File: config.mk
export PLATFORM = sky130hd
export DESIGN_NAME = edid_base_block_parser_core
export DESIGN_NICKNAME = d
export VERILOG_FILES = /design/src/hdl/ebbp_pkg.sv /design/src/hdl/ebbp_front.sv /design/src/hdl/ebbp_queue.sv /design/src/hdl/ebbp_back.sv /design/src/hdl/edid_base_block_parser_core.sv
export SDC_FILE = /design/constraint.sdc
export NUM_CORES = 1
export LEC_CHECK = 0
export BUFFER_PORTS_ARGS = -buffer_cell sky130_fd_sc_hd__buf_2
export CORE_AREA = 10 10 150 179
export CTS_CLUSTER_DIAMETER = 50
export CTS_CLUSTER_SIZE = 14
export DETAILED_ROUTE_END_ITERATION = 10
export DIE_AREA = 0 0 160 189
export PLACE_DENSITY = 0.59
export SLEW_MARGIN = 20
export SYNTH_ARGS = -nofsm -noshare
export SYNTH_HDL_FRONTEND = slang
export SYNTH_SLANG_ARGS = --single-unit
File: constraint.sdc
create_clock -name clk -period 3.2 [get_ports clk]
set_input_delay 0.64 -clock clk [delete_from_list [all_inputs] [get_ports clk]]
set_output_delay 0.64 -clock clk [all_outputs]
set_load 0.1 [all_outputs]
File: src/hdl/ebbp_pkg.sv
// Shared types and constants for the EDID base block parser.
// No dependencies; used by every module under hdl/.
package ebbp_pkg;

  // Layout of the 128-byte base block
  localparam int unsigned PosW      = 7;
  localparam int unsigned DescOffW  = 5;
  localparam int unsigned TextCntW  = 4;

  localparam logic [PosW-1:0] PosMfgHi    = 7'd8;
  localparam logic [PosW-1:0] PosMfgLo    = 7'd9;
  localparam logic [PosW-1:0] PosModelYr  = 7'd16;
  localparam logic [PosW-1:0] PosYear     = 7'd17;
  localparam logic [PosW-1:0] PosMajor    = 7'd18;
  localparam logic [PosW-1:0] PosMinor    = 7'd19;
  localparam logic [PosW-1:0] PosDescLo   = 7'd54;
  localparam logic [PosW-1:0] PosDescEnd  = 7'd126;  // 54 + 4 * 18
  localparam logic [PosW-1:0] PosLast     = 7'd127;

  // Offsets within one 18-byte descriptor
  localparam logic [DescOffW-1:0] OffHdr0    = 5'd0;
  localparam logic [DescOffW-1:0] OffHdr1    = 5'd1;
  localparam logic [DescOffW-1:0] OffHdr2    = 5'd2;
  localparam logic [DescOffW-1:0] OffTag     = 5'd3;
  localparam logic [DescOffW-1:0] OffText    = 5'd5;
  localparam logic [DescOffW-1:0] OffDescMax = 5'd17;

  localparam logic [TextCntW-1:0] TextMax = 4'd13;

  localparam logic [7:0] TagModel  = 8'hFC;
  localparam logic [7:0] TagSerial = 8'hFF;
  localparam logic [7:0] TextTerm  = 8'h0A;
  localparam logic [7:0] ByteFF    = 8'hFF;

  localparam logic [11:0] YearBase = 12'd1990;

  // Result kinds
  localparam logic [1:0] KindModel   = 2'd0;
  localparam logic [1:0] KindSerial  = 2'd1;
  localparam logic [1:0] KindSummary = 2'd2;

  // Operation the back end carries out for one byte
  typedef enum logic [3:0] {
    OP_SUM,
    OP_MFG_HI,
    OP_MFG_LO,
    OP_MODEL_YR,
    OP_YEAR,
    OP_MAJOR,
    OP_MINOR,
    OP_TEXT,
    OP_SUMMARY
  } op_t;

  // One classified byte, front to back
  typedef struct packed {
    op_t        op;
    logic [7:0] raw;     // byte as received, for sum and captures
    logic [7:0] text;    // text character, 0 on terminator marker
    logic       slot;    // 0 model name, 1 serial
    logic       last;    // end of text string
    logic       names;   // both descriptor kinds seen in this block
  } entry_t;

endpackage

File: src/hdl/ebbp_front.sv
// Front end: byte position tracking and descriptor decode.
// Classifies every byte into an ebbp_pkg::entry_t. Depends on ebbp_pkg.
module ebbp_front (
  input  logic              clk,
  input  logic              rst,
  input  logic              accept,
  input  logic [7:0]        edid_byte,
  output ebbp_pkg::entry_t  entry
);

  logic [ebbp_pkg::PosW-1:0]     pos, pos_next;
  logic [ebbp_pkg::DescOffW-1:0] desc_off, desc_off_next;
  logic [ebbp_pkg::TextCntW-1:0] text_count, text_count_next;
  logic header_match, header_match_next;
  logic text_slot, text_slot_next;
  logic text_active, text_active_next;
  logic model_seen, model_seen_next;
  logic serial_seen, serial_seen_next;
  logic in_desc;

  assign in_desc = (pos >= ebbp_pkg::PosDescLo) && (pos < ebbp_pkg::PosDescEnd);

  always_comb begin
    pos_next          = pos + 1'b1;
    desc_off_next     = desc_off;
    text_count_next   = text_count;
    header_match_next = header_match;
    text_slot_next    = text_slot;
    text_active_next  = text_active;
    model_seen_next   = model_seen;
    serial_seen_next  = serial_seen;

    entry.op    = ebbp_pkg::OP_SUM;
    entry.raw   = edid_byte;
    entry.text  = edid_byte;
    entry.slot  = text_slot;
    entry.last  = 1'b0;
    entry.names = model_seen && serial_seen;

    case (pos)
      ebbp_pkg::PosMfgHi:   entry.op = ebbp_pkg::OP_MFG_HI;
      ebbp_pkg::PosMfgLo:   entry.op = ebbp_pkg::OP_MFG_LO;
      ebbp_pkg::PosModelYr: entry.op = ebbp_pkg::OP_MODEL_YR;
      ebbp_pkg::PosYear:    entry.op = ebbp_pkg::OP_YEAR;
      ebbp_pkg::PosMajor:   entry.op = ebbp_pkg::OP_MAJOR;
      ebbp_pkg::PosMinor:   entry.op = ebbp_pkg::OP_MINOR;
      default: ;
    endcase

    if (in_desc) begin
      desc_off_next = (desc_off == ebbp_pkg::OffDescMax) ? '0 : desc_off + 1'b1;
      case (desc_off)
        ebbp_pkg::OffHdr0: begin
          header_match_next = (edid_byte == 8'h00);
          text_active_next  = 1'b0;
        end
        ebbp_pkg::OffHdr1, ebbp_pkg::OffHdr2: begin
          header_match_next = header_match && (edid_byte == 8'h00);
        end
        ebbp_pkg::OffTag: begin
          if (header_match && (edid_byte == ebbp_pkg::TagModel ||
                               edid_byte == ebbp_pkg::TagSerial)) begin
            text_slot_next   = (edid_byte == ebbp_pkg::TagSerial);
            text_active_next = 1'b1;
            text_count_next  = '0;
            if (edid_byte == ebbp_pkg::TagSerial) begin
              serial_seen_next = 1'b1;
            end else begin
              model_seen_next = 1'b1;
            end
          end else begin
            text_active_next = 1'b0;
          end
        end
        default: begin
          if (desc_off >= ebbp_pkg::OffText && text_active) begin
            entry.op = ebbp_pkg::OP_TEXT;
            if (edid_byte == ebbp_pkg::TextTerm) begin
              entry.text       = 8'h00;
              entry.last       = 1'b1;
              text_active_next = 1'b0;
            end else begin
              text_count_next = text_count + 1'b1;
              if (text_count_next >= ebbp_pkg::TextMax) begin
                entry.last       = 1'b1;
                text_active_next = 1'b0;
              end
            end
          end
        end
      endcase
    end

    if (pos == ebbp_pkg::PosLast) begin
      entry.op         = ebbp_pkg::OP_SUMMARY;
      model_seen_next  = 1'b0;
      serial_seen_next = 1'b0;
      text_active_next = 1'b0;
    end
  end

  always_ff @(posedge clk) begin
    if (rst) begin
      pos          <= '0;
      desc_off     <= '0;
      text_count   <= '0;
      header_match <= 1'b1;
      text_slot    <= 1'b0;
      text_active  <= 1'b0;
      model_seen   <= 1'b0;
      serial_seen  <= 1'b0;
    end else if (accept) begin
      pos          <= pos_next;
      desc_off     <= desc_off_next;
      text_count   <= text_count_next;
      header_match <= header_match_next;
      text_slot    <= text_slot_next;
      text_active  <= text_active_next;
      model_seen   <= model_seen_next;
      serial_seen  <= serial_seen_next;
    end
  end

endmodule

File: src/hdl/ebbp_queue.sv
// Two-entry queue of classified bytes between front and back.
// Depends on ebbp_pkg for entry_t.
module ebbp_queue (
  input  logic              clk,
  input  logic              rst,
  input  logic              push,
  input  ebbp_pkg::entry_t  push_entry,
  output logic              full,
  input  logic              pop,
  output logic              not_empty,
  output ebbp_pkg::entry_t  head
);

  ebbp_pkg::entry_t slots [2];
  logic       wr_ptr, rd_ptr;
  logic [1:0] count;

  assign full      = (count == 2'd2);
  assign not_empty = (count != 2'd0);
  assign head      = slots[rd_ptr];

  always_ff @(posedge clk) begin
    if (push) begin
      slots[wr_ptr] <= push_entry;
    end
  end

  always_ff @(posedge clk) begin
    if (rst) begin
      wr_ptr <= 1'b0;
      rd_ptr <= 1'b0;
      count  <= 2'd0;
    end else begin
      if (push) wr_ptr <= ~wr_ptr;
      if (pop)  rd_ptr <= ~rd_ptr;
      case ({push, pop})
        2'b10:   count <= count + 2'd1;
        2'b01:   count <= count - 2'd1;
        default: ;
      endcase
    end
  end

endmodule

File: src/hdl/ebbp_back.sv
// Back end: checksum, identity field capture and result output register.
// Consumes one ebbp_pkg::entry_t per cycle from the queue unless stalled.
module ebbp_back (
  input  logic              clk,
  input  logic              rst,
  input  logic              avail,
  input  ebbp_pkg::entry_t  head,
  output logic              pop,
  output logic              out_valid,
  input  logic              out_ready,
  output logic [1:0]        result_kind,
  output logic [7:0]        text_byte,
  output logic              text_last,
  output logic [7:0]        checksum_sum,
  output logic [6:0]        mfg_first,
  output logic [6:0]        mfg_second,
  output logic [6:0]        mfg_third,
  output logic [11:0]       year,
  output logic              model_year,
  output logic [7:0]        version_major,
  output logic [7:0]        version_minor,
  output logic              names_found
);

  logic [7:0] running_sum, sum_next;
  logic [7:0] mfg_high_byte, mfg_low_byte, year_byte, major_byte, minor_byte;
  logic       model_year_flag;
  logic       emits;

  assign pop      = avail && (!out_valid || out_ready);
  assign sum_next = running_sum + head.raw;
  assign emits    = (head.op == ebbp_pkg::OP_TEXT) || (head.op == ebbp_pkg::OP_SUMMARY);

  always_ff @(posedge clk) begin
    if (rst) begin
      running_sum     <= '0;
      mfg_high_byte   <= '0;
      mfg_low_byte    <= '0;
      year_byte       <= '0;
      model_year_flag <= 1'b0;
      major_byte      <= '0;
      minor_byte      <= '0;
      out_valid       <= 1'b0;
    end else begin
      if (pop) begin
        // summary closes the block, so the sum restarts
        running_sum <= (head.op == ebbp_pkg::OP_SUMMARY) ? '0 : sum_next;
        case (head.op)
          ebbp_pkg::OP_MFG_HI:   mfg_high_byte   <= head.raw;
          ebbp_pkg::OP_MFG_LO:   mfg_low_byte    <= head.raw;
          ebbp_pkg::OP_MODEL_YR: model_year_flag <= (head.raw == ebbp_pkg::ByteFF);
          ebbp_pkg::OP_YEAR:     year_byte       <= head.raw;
          ebbp_pkg::OP_MAJOR:    major_byte      <= head.raw;
          ebbp_pkg::OP_MINOR:    minor_byte      <= head.raw;
          default: ;
        endcase
        // pop implies the output register is empty or being drained now
        out_valid <= emits;
      end else if (out_ready) begin
        out_valid <= 1'b0;
      end
    end
  end

  // Result payload
  always_ff @(posedge clk) begin
    if (pop && emits) begin
      if (head.op == ebbp_pkg::OP_SUMMARY) begin
        result_kind   <= ebbp_pkg::KindSummary;
        text_byte     <= '0;
        text_last     <= 1'b0;
        checksum_sum  <= sum_next;
        mfg_first     <= {2'b10, mfg_high_byte[6:2]};
        mfg_second    <= {2'b10, mfg_high_byte[1:0], mfg_low_byte[7:5]};
        mfg_third     <= {2'b10, mfg_low_byte[4:0]};
        year          <= {4'b0, year_byte} + ebbp_pkg::YearBase;
        model_year    <= model_year_flag;
        version_major <= major_byte;
        version_minor <= minor_byte;
        names_found   <= head.names;
      end else begin
        result_kind   <= head.slot ? ebbp_pkg::KindSerial : ebbp_pkg::KindModel;
        text_byte     <= head.text;
        text_last     <= head.last;
        checksum_sum  <= '0;
        mfg_first     <= '0;
        mfg_second    <= '0;
        mfg_third     <= '0;
        year          <= '0;
        model_year    <= 1'b0;
        version_major <= '0;
        version_minor <= '0;
        names_found   <= 1'b0;
      end
    end
  end

endmodule

File: src/hdl/edid_base_block_parser_core.sv
// Top level of the EDID base block parser: front decode, queue, back end.
// Depends on ebbp_pkg, ebbp_front, ebbp_queue, ebbp_back.
//
//   channel   direction  handshake              payload
//   -------   ---------  ---------------------  ------------------------------
//   input     in         in_valid / in_ready    edid_byte
//   result    out        out_valid / out_ready  result_kind .. names_found
//
// One byte per cycle sustained while results are taken. A byte passes front
// decode in the cycle it is transferred, is written into the two-entry queue
// and lands in the output register when it is popped. Synchronous reset clears
// the position counter, descriptor state, checksum and all valid flags. A
// stalled result holds the back end only; the front keeps taking bytes until
// the queue is full, after which in_ready drops.
module edid_base_block_parser_core (
  input  logic        clk,
  input  logic        rst,
  input  logic        in_valid,
  output logic        in_ready,
  input  logic [7:0]  edid_byte,
  output logic        out_valid,
  input  logic        out_ready,
  output logic [1:0]  result_kind,
  output logic [7:0]  text_byte,
  output logic        text_last,
  output logic [7:0]  checksum_sum,
  output logic [6:0]  mfg_first,
  output logic [6:0]  mfg_second,
  output logic [6:0]  mfg_third,
  output logic [11:0] year,
  output logic        model_year,
  output logic [7:0]  version_major,
  output logic [7:0]  version_minor,
  output logic        names_found
);

  ebbp_pkg::entry_t front_entry;
  ebbp_pkg::entry_t queue_head;
  logic             in_xfer;
  logic             q_full, q_avail, q_pop;

  // Ready depends only on queue fill, never on the output side directly.
  assign in_ready = !q_full;
  assign in_xfer  = in_valid && in_ready;

  ebbp_front u_front (
    .clk       (clk),
    .rst       (rst),
    .accept    (in_xfer),
    .edid_byte (edid_byte),
    .entry     (front_entry)
  );

  ebbp_queue u_queue (
    .clk        (clk),
    .rst        (rst),
    .push       (in_xfer),
    .push_entry (front_entry),
    .full       (q_full),
    .pop        (q_pop),
    .not_empty  (q_avail),
    .head       (queue_head)
  );

  ebbp_back u_back (
    .clk           (clk),
    .rst           (rst),
    .avail         (q_avail),
    .head          (queue_head),
    .pop           (q_pop),
    .out_valid     (out_valid),
    .out_ready     (out_ready),
    .result_kind   (result_kind),
    .text_byte     (text_byte),
    .text_last     (text_last),
    .checksum_sum  (checksum_sum),
    .mfg_first     (mfg_first),
    .mfg_second    (mfg_second),
    .mfg_third     (mfg_third),
    .year          (year),
    .model_year    (model_year),
    .version_major (version_major),
    .version_minor (version_minor),
    .names_found   (names_found)
  );

endmodule

# Word-level counts from Yosys, hierarchy flattened
# Memory sizes are Yosys's and may differ from the RTL's. A register that Yosys moved wholly into a read port is not among the register bits.
# Index checks and enable logic that the tools add are counted.
[totals]
output_inout_bits = 72
wordCells = 170
mem_count = 1
mem_bits_rw = 46
ff_bits = 144
inputBits = 12
[mem_list]
columns = ["name", "depth", "word_bits", "read_ports", "rd_clocked_by_memory_dff", "write_ports", "line_no", "text"]
rows = [
  ["u_queue.slots", 2, 23, 1, 1, 1, "ebbp_queue.sv:14", "ebbp_pkg::entry_t slots [2];"],
]
[classes]
n_lt_le_gt_ge = 4
reduce_logical = 42
bitwise_logic = 3
n_eq_ne = 30
n_mux = 49
addsub = 7
[op_table]
columns = ["operator", "count"]
rows = [
  ["$mux W8", 5],
  ["$eq A7 B5 Y1 const B", 4],
  ["$mux W1", 28],
  ["$eq A8 B8 Y1 const B", 3],
  ["$mux W4", 6],
  ["$mux W7", 3],
  ["$pmux W3 S6", 1],
  ["$reduce_bool A2 Y1", 9],
  ["$eq A4 B3 Y1 const B", 4],
  ["$reduce_and A5 Y1", 3],
  ["$eq A7 B4 Y1 const B", 2],
  ["$reduce_and A2 Y1", 7],
  ["$add A8 B11 Y12 const B", 1],
  ["$eq A5 B2 Y1 const B", 2],
  ["$add A8 B8 Y8", 1],
  ["$eq A4 B2 Y1 const B", 2],
  ["$eq A8 B4 Y1 const B", 1],
  ["$logic_and A1 B1 Y1", 8],
  ["$logic_not A8 Y1", 1],
  ["$pmux W4 S2", 1],
  ["$add A7 B1 Y7 const B", 1],
  ["$eq A7 B7 Y1 const B", 1],
  ["$ge A7 B6 Y1 const B", 1],
  ["$lt A7 B7 Y1 const B", 1],
  ["other kinds (31)", 39],
]

# Longest topological paths before layout
# Gate-level depths: netlist of run 1.
[logic_depth]
depth_word = 8
mapped_depth = 11
ltp_nobuf = 9

# Cells and area by module
# A second synthesis of run 1 with hierarchy kept.
[hier_totals]
hier_cells = 678
hier_area_um2 = 8114.0
[modules_own_cells]
columns = ["module", "seq_area_each_um2", "n_inst", "area_per_inst_um2", "cells_per_inst"]
rows = [
  ["ebbp_back", 2932.8, 1, 4693.3, 387],
  ["ebbp_queue", 1481.4, 1, 1858.0, 93],
  ["ebbp_front", 420.4, 1, 1552.7, 196],
  ["edid_base_block_parser_core", 0.0, 1, 10.0, 2],
]

# Worst setup path before layout of run 1
# No wires, ideal clock.
[synth_path]
path_type = "reg2reg"
start = "reg u_queue.count[0]"
end = "mem u_queue.slots[0][0] (netlist bit) (enable)"
setup_ps = 403
slack_ps = -44
stages_incl_launch_ff = 7
t_required_ps = 2797
period_less_slack_ps = 3244
arrival_time_ps = 2841
n_path_buf = 2
path_cell_list = "dfxtp_1 > nand2b_1 > and2_1 > buf_2 > inv_1 > clkbuf_1 > nor2_1"
[synth_between]
elab_chain_len = 5
[synth_lines]
columns = ["item", "line_no", "text"]
rows = [
  ["from (decl)", "ebbp_queue.sv:16", "logic [1:0] count;"],
  ["from (signal assigned)", "ebbp_queue.sv:37", "2'b10: count <= count + 2'd1;"],
  ["from (signal assigned)", "ebbp_queue.sv:38", "2'b01: count <= count - 2'd1;"],
  ["$eq A2 B2 Y1", "ebbp_queue.sv:18", "assign full = (count == 2'd2);"],
  ["$logic_not A1 Y1", "edid_base_block_parser_core.sv:43", "assign in_ready = !q_full;"],
  ["named net in_ready", "edid_base_block_parser_core.sv:19", "output logic in_ready,"],
  ["$logic_and A1 B1 Y1", "edid_base_block_parser_core.sv:44", "assign in_xfer = in_valid && in_ready;"],
  ["$mux W1", "ebbp_queue.sv:23", "if (push) begin"],
  ["$mux W1 (not written as such)", "ebbp_queue.sv:24", "slots[wr_ptr] <= push_entry;"],
  ["to (decl)", "ebbp_queue.sv:14", ""],
]
# The timed path passes the listed nets, and every way through them passes these cells.

==> results of run 1 <==
-- flip-flops by register name (all words and copies together) (netlist names), 5 cells and up, named ones only --
name                  flops
u_back.checksum_sum       8
u_back.major_byte         8
u_back.mfg_first          5
u_back.mfg_high_byte      7
u_back.mfg_low_byte       8
u_back.mfg_second         5
u_back.mfg_third          6
u_back.minor_byte         8
u_back.running_sum        8
u_back.text_byte          8
u_back.version_major      8
u_back.version_minor      8
u_back.year              12
u_back.year_byte          8
u_front.desc_off          5
u_front.pos               7
u_queue.slots            46
-- metal layers --
| layer | vias to the layer above | part of all wire |
|---|---|---|
| met3 | 17 | 0.047 |
| met2 | 97 | 0.52 |
| met5 | - | 0 |
| met4 | 0 | 0.023 |
| li1 | 2641 | - |
| met1 | 2480 | 0.41 |
-- layout make-up --
cell class	count	area share
timing repair buffer	102	0.0611
clock inverter	15	0.0243
tap	315	0.0417
sequential	186	0.511
multi-input combinational	439	0.305
inverter	30	0.0119
clock buffer	17	0.0450
-- worst reg2reg max path: stages, from the launching register on --
cell and delay (ns):
sky130_fd_sc_hd__dfxtp_1 0.37, sky130_fd_sc_hd__buf_4 0.23, sky130_fd_sc_hd__buf_4 0.26, sky130_fd_sc_hd__nand2_1 0.10, sky130_fd_sc_hd__nand2b_1 0.30, sky130_fd_sc_hd__ha_1 0.35
sky130_fd_sc_hd__a21o_1 0.19, sky130_fd_sc_hd__a21oi_1 0.26, sky130_fd_sc_hd__nor4b_1 0.10, sky130_fd_sc_hd__nor4_1 0.34, sky130_fd_sc_hd__nor2_1 0.07
-- power by group --
| part | switching, W | internal, W |
|---|---|---|
| sequential | 0.000127 | 0.00287 |
| clock | 0.000954 | 0.00134 |
| combinational | 0.00155 | 0.000588 |
-- layout by cell type (no fill, tap or decap), types with 7 or more instances in the layout --
master	instances
sky130_fd_sc_hd__nand3_1	16
sky130_fd_sc_hd__inv_1	27
sky130_fd_sc_hd__nor2_1	90
sky130_fd_sc_hd__buf_2	80
sky130_fd_sc_hd__nor3_1	10
sky130_fd_sc_hd__ha_1	19
sky130_fd_sc_hd__o21a_1	7
sky130_fd_sc_hd__xnor2_1	13
sky130_fd_sc_hd__buf_4	21
sky130_fd_sc_hd__o21ai_0	21
sky130_fd_sc_hd__nor4_1	7
sky130_fd_sc_hd__xor2_1	8
sky130_fd_sc_hd__nor2b_1	9
sky130_fd_sc_hd__a21oi_1	20
sky130_fd_sc_hd__dfxtp_1	75
sky130_fd_sc_hd__nand2_1	31
sky130_fd_sc_hd__a211oi_1	19
sky130_fd_sc_hd__and2_1	42
sky130_fd_sc_hd__clkbuf_16	17
sky130_fd_sc_hd__mux2i_1	40
sky130_fd_sc_hd__edfxtp_1	111
-- synth_stat cells (6+ instances only) --
| library cell | instances |
|---|---|
| sky130_fd_sc_hd__o41ai_1 | 6 |
| sky130_fd_sc_hd__ha_1 | 19 |
| sky130_fd_sc_hd__xnor2_1 | 13 |
| sky130_fd_sc_hd__a21oi_1 | 20 |
| sky130_fd_sc_hd__mux2i_1 | 40 |
| sky130_fd_sc_hd__and2_1 | 42 |
| sky130_fd_sc_hd__nand4_1 | 6 |
| sky130_fd_sc_hd__clkbuf_1 | 25 |
| sky130_fd_sc_hd__edfxtp_1 | 111 |
| sky130_fd_sc_hd__a211oi_1 | 19 |
| sky130_fd_sc_hd__dfxtp_1 | 75 |
| sky130_fd_sc_hd__inv_1 | 28 |
| sky130_fd_sc_hd__o211ai_1 | 6 |
| sky130_fd_sc_hd__nor2_1 | 91 |
| sky130_fd_sc_hd__nor3_1 | 10 |
| sky130_fd_sc_hd__o21a_1 | 7 |
| sky130_fd_sc_hd__nand2_1 | 31 |
| sky130_fd_sc_hd__xor2_1 | 8 |
| sky130_fd_sc_hd__nor4_1 | 7 |
| sky130_fd_sc_hd__o21ai_0 | 21 |
| sky130_fd_sc_hd__or3_1 | 6 |
| sky130_fd_sc_hd__nand3_1 | 16 |
| sky130_fd_sc_hd__nor2b_1 | 9 |
-- metrics by stage --
stage,hold slack (ns),setup slack [ns],utilization
global placement,0.439,0.441,0.379
floorplan,0.426,0.179,-
finish,0.457,0.373,0.408
detailed placement,0.449,0.336,0.379
CTS,0.459,0.338,0.408
global route,0.481,0.0648,0.408
-- worst min path at each step --
stage | startpoint | depth (start not counted) | endpoint | slack, ns
after detailed placement | u_front.text_slot | 0 | u_queue.slots[0][2] | 0.45
after global placement | u_front.text_slot | 0 | u_queue.slots[0][2] | 0.44
final | u_back.running_sum[0] | 2 | u_back.running_sum[0] | 0.46
after CTS | u_back.running_sum[0] | 2 | u_back.running_sum[0] | 0.46
after floorplan | u_front.text_slot | 0 | u_queue.slots[0][2] | 0.43
after global routing | u_back.running_sum[0] | 2 | u_back.running_sum[0] | 0.48
-- kinds of logic (layout without fill, tap and decap cells) --
| family | count (synthesis) | in the layout | synth area share |
|---|---|---|---|
| xor gates and xnor gates | 22 | 22 | 0.0258 |
| adders and majority gates | 20 | 20 | 0.0322 |
| AOI/OAI and AO/OA | 113 | 113 | 0.0974 |
| DFF | 186 | 186 | 0.604 |
| and+or+nand+nor | 239 | 239 | 0.150 |
| other | 1 | 3 | 0.000469 |
| muxes | 42 | 42 | 0.0528 |
| buffers and inverters | 70 | 164 | 0.0371 |
==> run_results.csv, run 1 <==
group,metric,value,unit
worst_setup_path,critical_path.cell_chain,"buf_4 -> buf_4 -> nand2_1 -> nand2b_1 -> ha_1 -> a21o_1 -> a21oi_1 -> nor4b_1 -> nor4_1 -> nor2_1",
clock_network,cts-buffers-inserted,17,
routing,drt_drc_violations_left,0,
worst_setup_path,crit_path_start_kind,"flop",
worst_setup_path,critical_path.reg2reg.endpoint,"u_back.checksum_sum[6]",
grt,grt_use_met3,0.0321,
final_layout,fill_cells,2258,
clock_network,cts_tree,"yes",
worst_setup_path,critPathMaxStageDelay,0.37,ns
power,p_leak,3.52,nW
floorplan,placeable_area,23200,um2
grt,total_congestion_overflow_after_global_routing,0,
routing,route.vias.total,5235,
grt,global_route.usage.total,0.110,
run,max-cap-violations,0,
routing,route.detailed.vias_per_inst,4.74,
worst_setup_path,path_buf_inv,2,
grt,via_count_of_the_first_global_routing_pass,5127,
final_layout,final_cell_area,9460,um2
clock_network,clock-root-buffer,"sky130_fd_sc_hd__clkbuf_16",
power,power_density,786,nW/um2
grt,grt_busiest_layer,"met2",
logic_synthesis,synth_area_leader_cell,"sky130_fd_sc_hd__edfxtp_1",
clock_network,clock_transition_at_the_registers_of_the_reported_paths,0.07,ns
grt,grt_first_pass_wirelength,26900,um
sta,max_freq,0.354,GHz
final_layout,fin_cells,1104,
routing,finalWirelength,16500,um
sta,setup_viol_count_final,0,
logic_synthesis,ff_latch_count_synth,186,
grt,grt.met1_usage,0.121,
final_layout,register_cell_area_after_layout,4830,um2
sta,layout_worst_path_cycle_share,0.884,
logic_synthesis,synth_area_per_cell,11.5,um2
final_layout,multi_input_area,2880,um2
placement,cell_area_placed,8800,um2
worst_setup_path,cp_data_arrival_time,3.00,ns
floorplan,design.die.area,30200,um2
floorplan,num_rows,61,
logic_synthesis,postSynth.topFlopCell,"sky130_fd_sc_hd__edfxtp_1",
worst_setup_path,cp_num_cells,10,
sta,rsz0062_at_grt,"no",
clock_network,cts_sinks,186,
worst_setup_path,critical-path-slowest-cell,"sky130_fd_sc_hd__dfxtp_1",
final_layout,nNetsFinal,808,
placement,place.gp.congestion,0.783,
worst_setup_path,cp_top_family,"simple AND/OR/NAND/NOR gates",
worst_setup_path,worst-endpoint-required,3.37,ns
power,design_power_total,0.00743,W
final_layout,drive_above_1_share,0.188,
hold_path,hold_class,"reg2reg",
sta,finClkSkew,0.0112,ns
sta,worst_margin_pin_slew,0.773,ns
final_layout,area_growth_syn_to_layout,18.2,%
sta,number_of_hold_violations_in_the_final_report,0,
clock_network,cts_resized,0,
floorplan,die-height,189,um
routing,dr.pass1.iters,6,
logic_synthesis,ys_top_cells_by_area,"sky130_fd_sc_hd__edfxtp_1 42%, sky130_fd_sc_hd__dfxtp_1 19%, sky130_fd_sc_hd__mux2i_1 5.0%",
routing,violation_count_after_the_first_detailed_route_iteration,290,
clock_network,insertion_delay,0.43,ns
grt,grt.met2_usage,0.195,
logic_synthesis,synthesis.instances,693,
logic_synthesis,post_synth_instance_area,8000,um2
worst_setup_path,crit_end,"u_back.checksum_sum[6]",
logic_synthesis,synth-edff-count,111,
placement,placed_cells,1072,
clock_network,cts_setup_buffers,0,
placement,detailed_place_hpwl,11900,um
final_layout,n_antenna_cell,0,
routing,remaining_antenna_violation_count,0,
clock_network,ctsHtreeMaxLevel,4,
worst_setup_path,number_of_cell_instances_on_the_worst_register_to_register_path,10,
logic_synthesis,postSynth.asyncResetShare,0,
logic_synthesis,yosys.area.top_type_share,0.417,
floorplan,dieWidth,160,um
sta,max-slew-margin-rel,0.479,
clock_network,clock_tree.buffer_depth,2,
run_status,outcome,"completed",
grt,grt_start_max_net_pins,55,
clock_network,ctsHoldBuffers,0,
routing,routedWlPerCell,15.0,um
logic_synthesis,yosysSeqAreaShare,0.604,
worst_setup_path,crit_type,"reg2reg",
worst_setup_path,end_kind,"flop",
worst_setup_path,worst_path_most_repeated_cell,"sky130_fd_sc_hd__buf_4",
placement,portBuffers,80,
floorplan,initial_utilization,0.345,
worst_setup_path,regToRegSetupSlack,0.37,ns
logic_synthesis,ys_types,65,
logic_synthesis,synth.yosys.warnings,0,
sta,tns,0,ns
floorplan,boundaryPins,84,
sta,finalWorstPathRequiredPeriod,2.83,ns
sta,timing_max_transition_violations_final,0,
power,worst_ir_drop_vdd,387,uV
worst_setup_path,max_fanout_on_critical_path,17,
grt,grt_antenna_before_repair,0,
(Power assumes the default switching activity.)
==> run 2, diff against run 1 <==
- CELL_PAD_IN_SITES_DETAIL_PLACEMENT: unset -> 0
- CELL_PAD_IN_SITES_GLOBAL_PLACEMENT: unset -> 1
- CORE_AREA: 10 10 150 179 -> 5 5 145 174
- DIE_AREA: 0 0 160 189 -> 0 0 150 179
- PLACE_DENSITY: 0.59 -> 0.67
- clock period: 3.2 -> 2.63 ns (I/O delays scaled with it)
==> run 2 against run 1 <==
Compared with the run above: routed wire length decreased by 0.34%; sequential cell count unchanged; count of clock-buffer cells in the layout increased by 5; clock power increased by 8.7%; first-iteration DRC count decreased by 26%; total power increased by 19%.
==> run_results.csv, run 2 (synthesized netlist as in run 1, its figures left out) <==
group,metric,value,unit
grt,grt_start_max_net_pins,55,
floorplan,dieWidth,150,um
routing,finalWirelength,16500,um
worst_setup_path,max_fanout_on_critical_path,5,
final_layout,max_flop_register,"u_queue.slots",
final_layout,layout_common_cells,"111 x sky130_fd_sc_hd__edfxtp_1, 90 x sky130_fd_sc_hd__nor2_1, 80 x sky130_fd_sc_hd__buf_2, 73 x sky130_fd_sc_hd__dfxtp_1, 42 x sky130_fd_sc_hd__and2_1",
power,worst_ir_drop_vdd,440,uV
final_layout,final_cell_area,9530,um2
sta,layout_worst_path_cycle_share,0.949,
final_layout,final_standard_cell_utilization_of_the_core,0.411,
sta,number_of_hold_violations_in_the_final_report,0,
clock_network,insertion_delay,0.42,ns
final_layout,area_growth_syn_to_layout,19.1,%
clock_network,clock-root-buffer,"sky130_fd_sc_hd__clkbuf_16",
grt,via_count_of_the_first_global_routing_pass,5260,
clock_network,cts-buffers-inserted,17,
power,power_density,929,nW/um2
sta,timing_max_transition_violations_final,0,
routing,remaining_antenna_violation_count,0,
sta,final.hold.worst_slack,0.383,ns
hold_path,worst_hold_startpoint,"edid_byte[7]",
clock_network,clock_transition_at_the_registers_of_the_reported_paths,0.07,ns
clock_network,cts_tree,"yes",
run_status,outcome,"completed",
floorplan,design.die.area,26900,um2
clock_network,ctsHtreeMaxLevel,4,
floorplan,placeable_area,23200,um2
grt,total_congestion_overflow_after_global_routing,0,
placement,place.gp.congestion,0.772,
hold_path,hold_class,"in2reg",
worst_setup_path,critical_path.cell_chain,"mux2i_4 -> inv_1 -> ha_1 -> fa_1 -> a21o_1 -> a21oi_2 -> nor4b_1 -> nor4_1 -> nor2_1",
placement,cell_area_placed,8930,um2
clock_network,cts_sinks,186,
final_layout,nNetsFinal,818,
sta,setup_viol_count_final,0,
routing,route.vias.total,5237,
worst_setup_path,critical-path-slowest-cell,"sky130_fd_sc_hd__fa_1",
routing,route.detailed.vias_per_inst,4.70,
sta,max_freq,0.401,GHz
routing,dr.pass1.iters,4,
sta,finClkSkew,0.0132,ns
worst_setup_path,crit_path_start_kind,"flop",
routing,routedWlPerCell,14.8,um
sta,worst_margin_pin_slew,0.594,ns
worst_setup_path,worst-endpoint-required,2.80,ns
sta,finalWorstPathRequiredPeriod,2.49,ns
power,p_leak,3.54,nW
worst_setup_path,cp_top_family,"adder cells",
run,max-cap-violations,0,
floorplan,initial_utilization,0.345,
final_layout,largest_registers,"u_queue.slots (46), u_back.year (12)",
final_layout,n_antenna_cell,0,
worst_setup_path,end_kind,"flop",
grt,global_route.usage.total,0.129,
placement,placed_cells,1081,
grt,grt_antenna_before_repair,0,
final_layout,largest_reg_flops,46,
worst_setup_path,regToRegSetupSlack,0.14,ns
grt,grt_first_pass_wirelength,27000,um
worst_setup_path,critPathMaxStageDelay,0.41,ns
floorplan,num_rows,61,
worst_setup_path,cp_data_arrival_time,2.66,ns
worst_setup_path,crit_type,"reg2reg",
placement,detailed_place_hpwl,12000,um
final_layout,drive_above_1_share,0.204,
final_layout,final_common_cell,"sky130_fd_sc_hd__edfxtp_1",
floorplan,die-height,179,um
routing,drt_drc_violations_left,0,
floorplan,boundaryPins,84,
final_layout,fin_cells,1114,
routing,violation_count_after_the_first_detailed_route_iteration,214,
clock_network,clock_tree.buffer_depth,2,
power,design_power_total,0.00885,W
worst_setup_path,path_buf_inv,1,
placement,portBuffers,80,
sta,max-slew-margin-rel,0.592,
==> run 2: cell count changes in the layout (fill, tap and decap cells not counted), sizes merged <==
cell,delta
bufinv,-3
buf,+10
clkinv,+2
inv,-4
clkbuf,+5
==> run 2: cell type report <==
cell class,instances,area (um2)
inverter,30,118
sequential,186,4840
clock buffer,22,475
multi-input combinational,439,2920
clock inverter,10,109
timing repair buffer,112,678
fill,2328,13700
tap,315,394
==> run 2: timing repair <==
| item | in CTS | in global routing |
|---|---|---|
| hold buffers | 0 | 0 |
| setup endpoints to repair | 0 | 2 |
| buffers inserted | 0 | 1 |
| gates resized for setup | 0 | 2 |
==> run 2: worst paths after layout <==
path / endpoint / depth (start not counted)
hold / removal: u_queue.slots[0][10] / 1
hold reg to reg: u_front.model_seen / 1
setup reg to reg: u_back.checksum_sum[6] / 9
setup / recovery: u_back.checksum_sum[6] / 9
==> run 2: through the flow <==
stage                     setup TNS (ns)  worst slack, ns
after floorplan                        0          0.00234
after global placement                 0            0.114
after detailed placement               0           0.0887
after CTS                              0           0.0754
after global routing            -0.00339         -0.00339
final                                  0            0.135
==> run 2: layer usage <==
metal | vias up | share of wire | GRT usage
li1 | 2658 | - | -
met2 | 79 | 0.52 | 0.235
met1 | 2483 | 0.43 | 0.151
met5 | - | 0 | 0
met3 | 17 | 0.029 | 0.0233
met4 | 0 | 0.016 | 0.0442
==> run 2: where the power goes <==
group | internal, W | switching (W) | leakage (nW)
sequential | 0.00350 | 0.000164 | 1.63
clock | 0.00141 | 0.00109 | 0.279
combinational | 0.000787 | 0.00191 | 1.63
total | 0.00569 | 0.00316 | 3.54
==> run 2: worst register-to-register path: stages (launching register included) <==
cell and delay [ns]:
sky130_fd_sc_hd__dfxtp_4 0.39, sky130_fd_sc_hd__mux2i_4 0.24, sky130_fd_sc_hd__inv_1 0.11, sky130_fd_sc_hd__ha_1 0.24
sky130_fd_sc_hd__fa_1 0.41, sky130_fd_sc_hd__a21o_1 0.18, sky130_fd_sc_hd__a21oi_2 0.19, sky130_fd_sc_hd__nor4b_1 0.08
sky130_fd_sc_hd__nor4_1 0.35, sky130_fd_sc_hd__nor2_1 0.07
==> run 3, diff against run 2 <==
- CORE_AREA: 5 5 145 174 -> 5 5 145 175
- DIE_AREA: 0 0 150 179 -> 0 0 150 180
- SYNTH_HIERARCHICAL: unset -> 1
==> run 3 against run 2 <==
Compared with the run above: total power up 3.4%; combinational power down 2%; sequential cell count unchanged; core utilization down 0.56 points; final cell count down 2.3%; non-clock buffer count down 10.
==> run_results.csv, run 3 <==
group,metric,value,unit
sta,worst_margin_pin_slew,0.683,ns
power,worst_ir_drop_vdd,433,uV
final_layout,area_growth_syn_to_layout,17.7,%
floorplan,boundaryPins,84,
final_layout,largest_reg_flops,46,
sta,layout_worst_path_cycle_share,0.911,
sta,number_of_hold_violations_in_the_final_report,0,
floorplan,initial_utilization,0.344,
logic_synthesis,ys_types,63,
logic_synthesis,post_synth_instance_area,8110,um2
sta,max-slew-margin-rel,0.542,
clock_network,ctsHtreeMaxLevel,4,
power,power_density,958,nW/um2
placement,portBuffers,80,
floorplan,num_rows,62,
logic_synthesis,synth-edff-count,111,
grt,grt_antenna_before_repair,0,
logic_synthesis,synth_area_per_cell,12.0,um2
grt,via_count_of_the_first_global_routing_pass,5067,
clock_network,cts_tree,"yes",
logic_synthesis,synthesis.instances,678,
routing,routedWlPerCell,15.3,um
final_layout,final_common_cell,"sky130_fd_sc_hd__edfxtp_1",
run_status,outcome,"completed",
final_layout,n_antenna_cell,0,
routing,dr.pass1.iters,5,
final_layout,layout_common_cells,"111 x sky130_fd_sc_hd__edfxtp_1, 88 x sky130_fd_sc_hd__nor2_1, 80 x sky130_fd_sc_hd__buf_2, 74 x sky130_fd_sc_hd__dfxtp_1, 52 x sky130_fd_sc_hd__and2_1",
routing,drt_drc_violations_left,0,
routing,route.detailed.vias_per_inst,4.67,
logic_synthesis,most_frequent_cell_after_synthesis,"sky130_fd_sc_hd__edfxtp_1",
logic_synthesis,ff_latch_count_synth,186,
logic_synthesis,yosys.area.top_type_share,0.411,
grt,grt_first_pass_wirelength,27100,um
logic_synthesis,postSynth.topFlopCell,"sky130_fd_sc_hd__edfxtp_1",
grt,total_congestion_overflow_after_global_routing,0,
routing,route.vias.total,5083,
worst_setup_path,end_kind,"flop",
final_layout,largest_registers,"u_queue/slots (46), u_back/year (12)",
clock_network,cts-buffers-inserted,17,
routing,finalWirelength,16600,um
worst_setup_path,crit_path_start_kind,"flop",
worst_setup_path,worst-endpoint-required,2.80,ns
placement,detailed_place_hpwl,11800,um
clock_network,cts_setup_buffers,0,
sta,finalWorstPathRequiredPeriod,2.40,ns
clock_network,cts_resized,0,
floorplan,design.die.area,27000,um2
hold_path,hold_class,"in2reg",
worst_setup_path,cp_data_arrival_time,2.57,ns
clock_network,clock_transition_at_the_registers_of_the_reported_paths,0.07,ns
floorplan,placeable_area,23600,um2
worst_setup_path,max_fanout_on_critical_path,13,
grt,grt_start_max_net_pins,65,
logic_synthesis,ys_top_cells_by_area,"sky130_fd_sc_hd__edfxtp_1 41%, sky130_fd_sc_hd__dfxtp_1 19%, sky130_fd_sc_hd__mux2i_1 5.1%",
clock_network,ctsHoldBuffers,0,
sta,timing_max_transition_violations_final,0,
worst_setup_path,crit_type,"reg2reg",
floorplan,dieWidth,150,um
clock_network,cts_sinks,186,
final_layout,fill_cells,2300,
final_layout,nNetsFinal,787,
grt,global_route.usage.total,0.127,
sta,max_freq,0.417,GHz
clock_network,clock-root-buffer,"sky130_fd_sc_hd__clkbuf_16",
routing,violation_count_after_the_first_detailed_route_iteration,251,
final_layout,max_flop_register,"u_queue/slots",
power,design_power_total,0.00916,W
placement,place.gp.congestion,0.800,
logic_synthesis,synthTopCellsByCount,"111 x sky130_fd_sc_hd__edfxtp_1, 89 x sky130_fd_sc_hd__nor2_1, 75 x sky130_fd_sc_hd__dfxtp_1, 52 x sky130_fd_sc_hd__and2_1, 41 x sky130_fd_sc_hd__mux2i_1",
logic_synthesis,yosysSeqAreaShare,0.596,
logic_synthesis,synth.yosys.warnings,6,
power,p_leak,3.72,nW
clock_network,insertion_delay,0.43,ns
floorplan,die-height,180,um
clock_network,clock_tree.buffer_depth,2,
final_layout,drive_above_1_share,0.219,
logic_synthesis,postSynth.asyncResetShare,0,
sta,finClkSkew,0.0132,ns
routing,remaining_antenna_violation_count,0,
logic_synthesis,synth_area_leader_cell,"sky130_fd_sc_hd__edfxtp_1",
sta,tns,0,ns
sta,rsz0062_at_grt,"no",
run,max-cap-violations,0,
sta,setup_viol_count_final,0,
==> run 3: changes by cell type in the layout (fill, tap and decap cells not counted), sizes merged, moves of 6 or more <==
| cell | change |
|---|---|
| nand3 | -6 |
| buf | -10 |
| and2 | +9 |
| nand4 | +6 |
| mux2 | +21 |
| nand2 | -9 |
| o41ai | -6 |
| a211oi | -15 |
| xor2 | +6 |
| o21ai | -6 |
| xnor2 | -6 |
==> run 3: final timing paths <==
path	to	start	cells past startpoint	slack [ns]
setup / recovery	u_back/checksum_sum[6]	flop	9	0.23
hold / removal	u_queue/slots[0][18]	edid_byte[7]	1	0.36
setup reg to reg	u_back/checksum_sum[6]	flop	9	0.23
hold reg to reg	u_back/model_year_flag	u_back/model_year_flag	2	0.46
==> run 3: layer usage <==
metal | track usage | vias up | part of all wire
met5 | 0 | - | 0
li1 | - | 2558 | -
met4 | 0.0363 | 0 | 0.0090
met1 | 0.153 | 2429 | 0.43
met3 | 0.0322 | 10 | 0.039
met2 | 0.222 | 86 | 0.52
==> run 3: stage by stage <==
step	hold WS (ns)	setup slack [ns]	cell area, um2	util	cells
floorplan	0.432	-0.479	8160	-	680
global placement	0.439	0.246	8890	0.377	1056
detailed placement	0.444	0.227	8890	0.377	1056
CTS	0.349	0.211	9550	0.405	1088
global route	0.354	0.123	9550	0.405	1088
finish	0.360	0.234	9550	0.405	1088
==> run 3: cells by family after synthesis <==
kind of cell	after synthesis	share of synthesized area
adder cells (fa/ha/maj)	20	0.0318
AO/OA/AOI/OAI	87	0.0754
flip-flops	186	0.596
multiplexers	64	0.0825
other	1	0.000462
AND/OR/NAND/NOR	231	0.149
buffers and inverters	67	0.0396
XOR/XNOR	22	0.0254
==> run 3: area by class of cell <==
class | instances | area [um2] | area share
repair buffers | 102 | 591 | 0.0618
clock buffers | 17 | 425 | 0.0445
inverters | 21 | 78.8 | 0.00825
clock inverters | 15 | 238 | 0.0249
flip-flops and latches | 186 | 4840 | 0.506
multi-input cells | 427 | 2980 | 0.312
well taps | 320 | 400 | 0.0419
==> run 3: report_power, final <==
part	switching (W)	total [W]	internal, W
Clock	0.00113	0.00284	0.00171
Sequential	0.000172	0.00367	0.00350
Combinational	0.00185	0.00265	0.000796
==> run 3: worst max-delay path, cell delays in order, from the launching register on <==
cell,delay (ns)
sky130_fd_sc_hd__dfxtp_4,0.45
sky130_fd_sc_hd__mux2_2,0.37
sky130_fd_sc_hd__ha_1,0.23
sky130_fd_sc_hd__inv_1,0.07
sky130_fd_sc_hd__fa_1,0.19
sky130_fd_sc_hd__nor2b_1,0.06
sky130_fd_sc_hd__o31a_1,0.27
sky130_fd_sc_hd__o21ai_0,0.14
sky130_fd_sc_hd__nor3b_1,0.28
sky130_fd_sc_hd__nor2_1,0.07
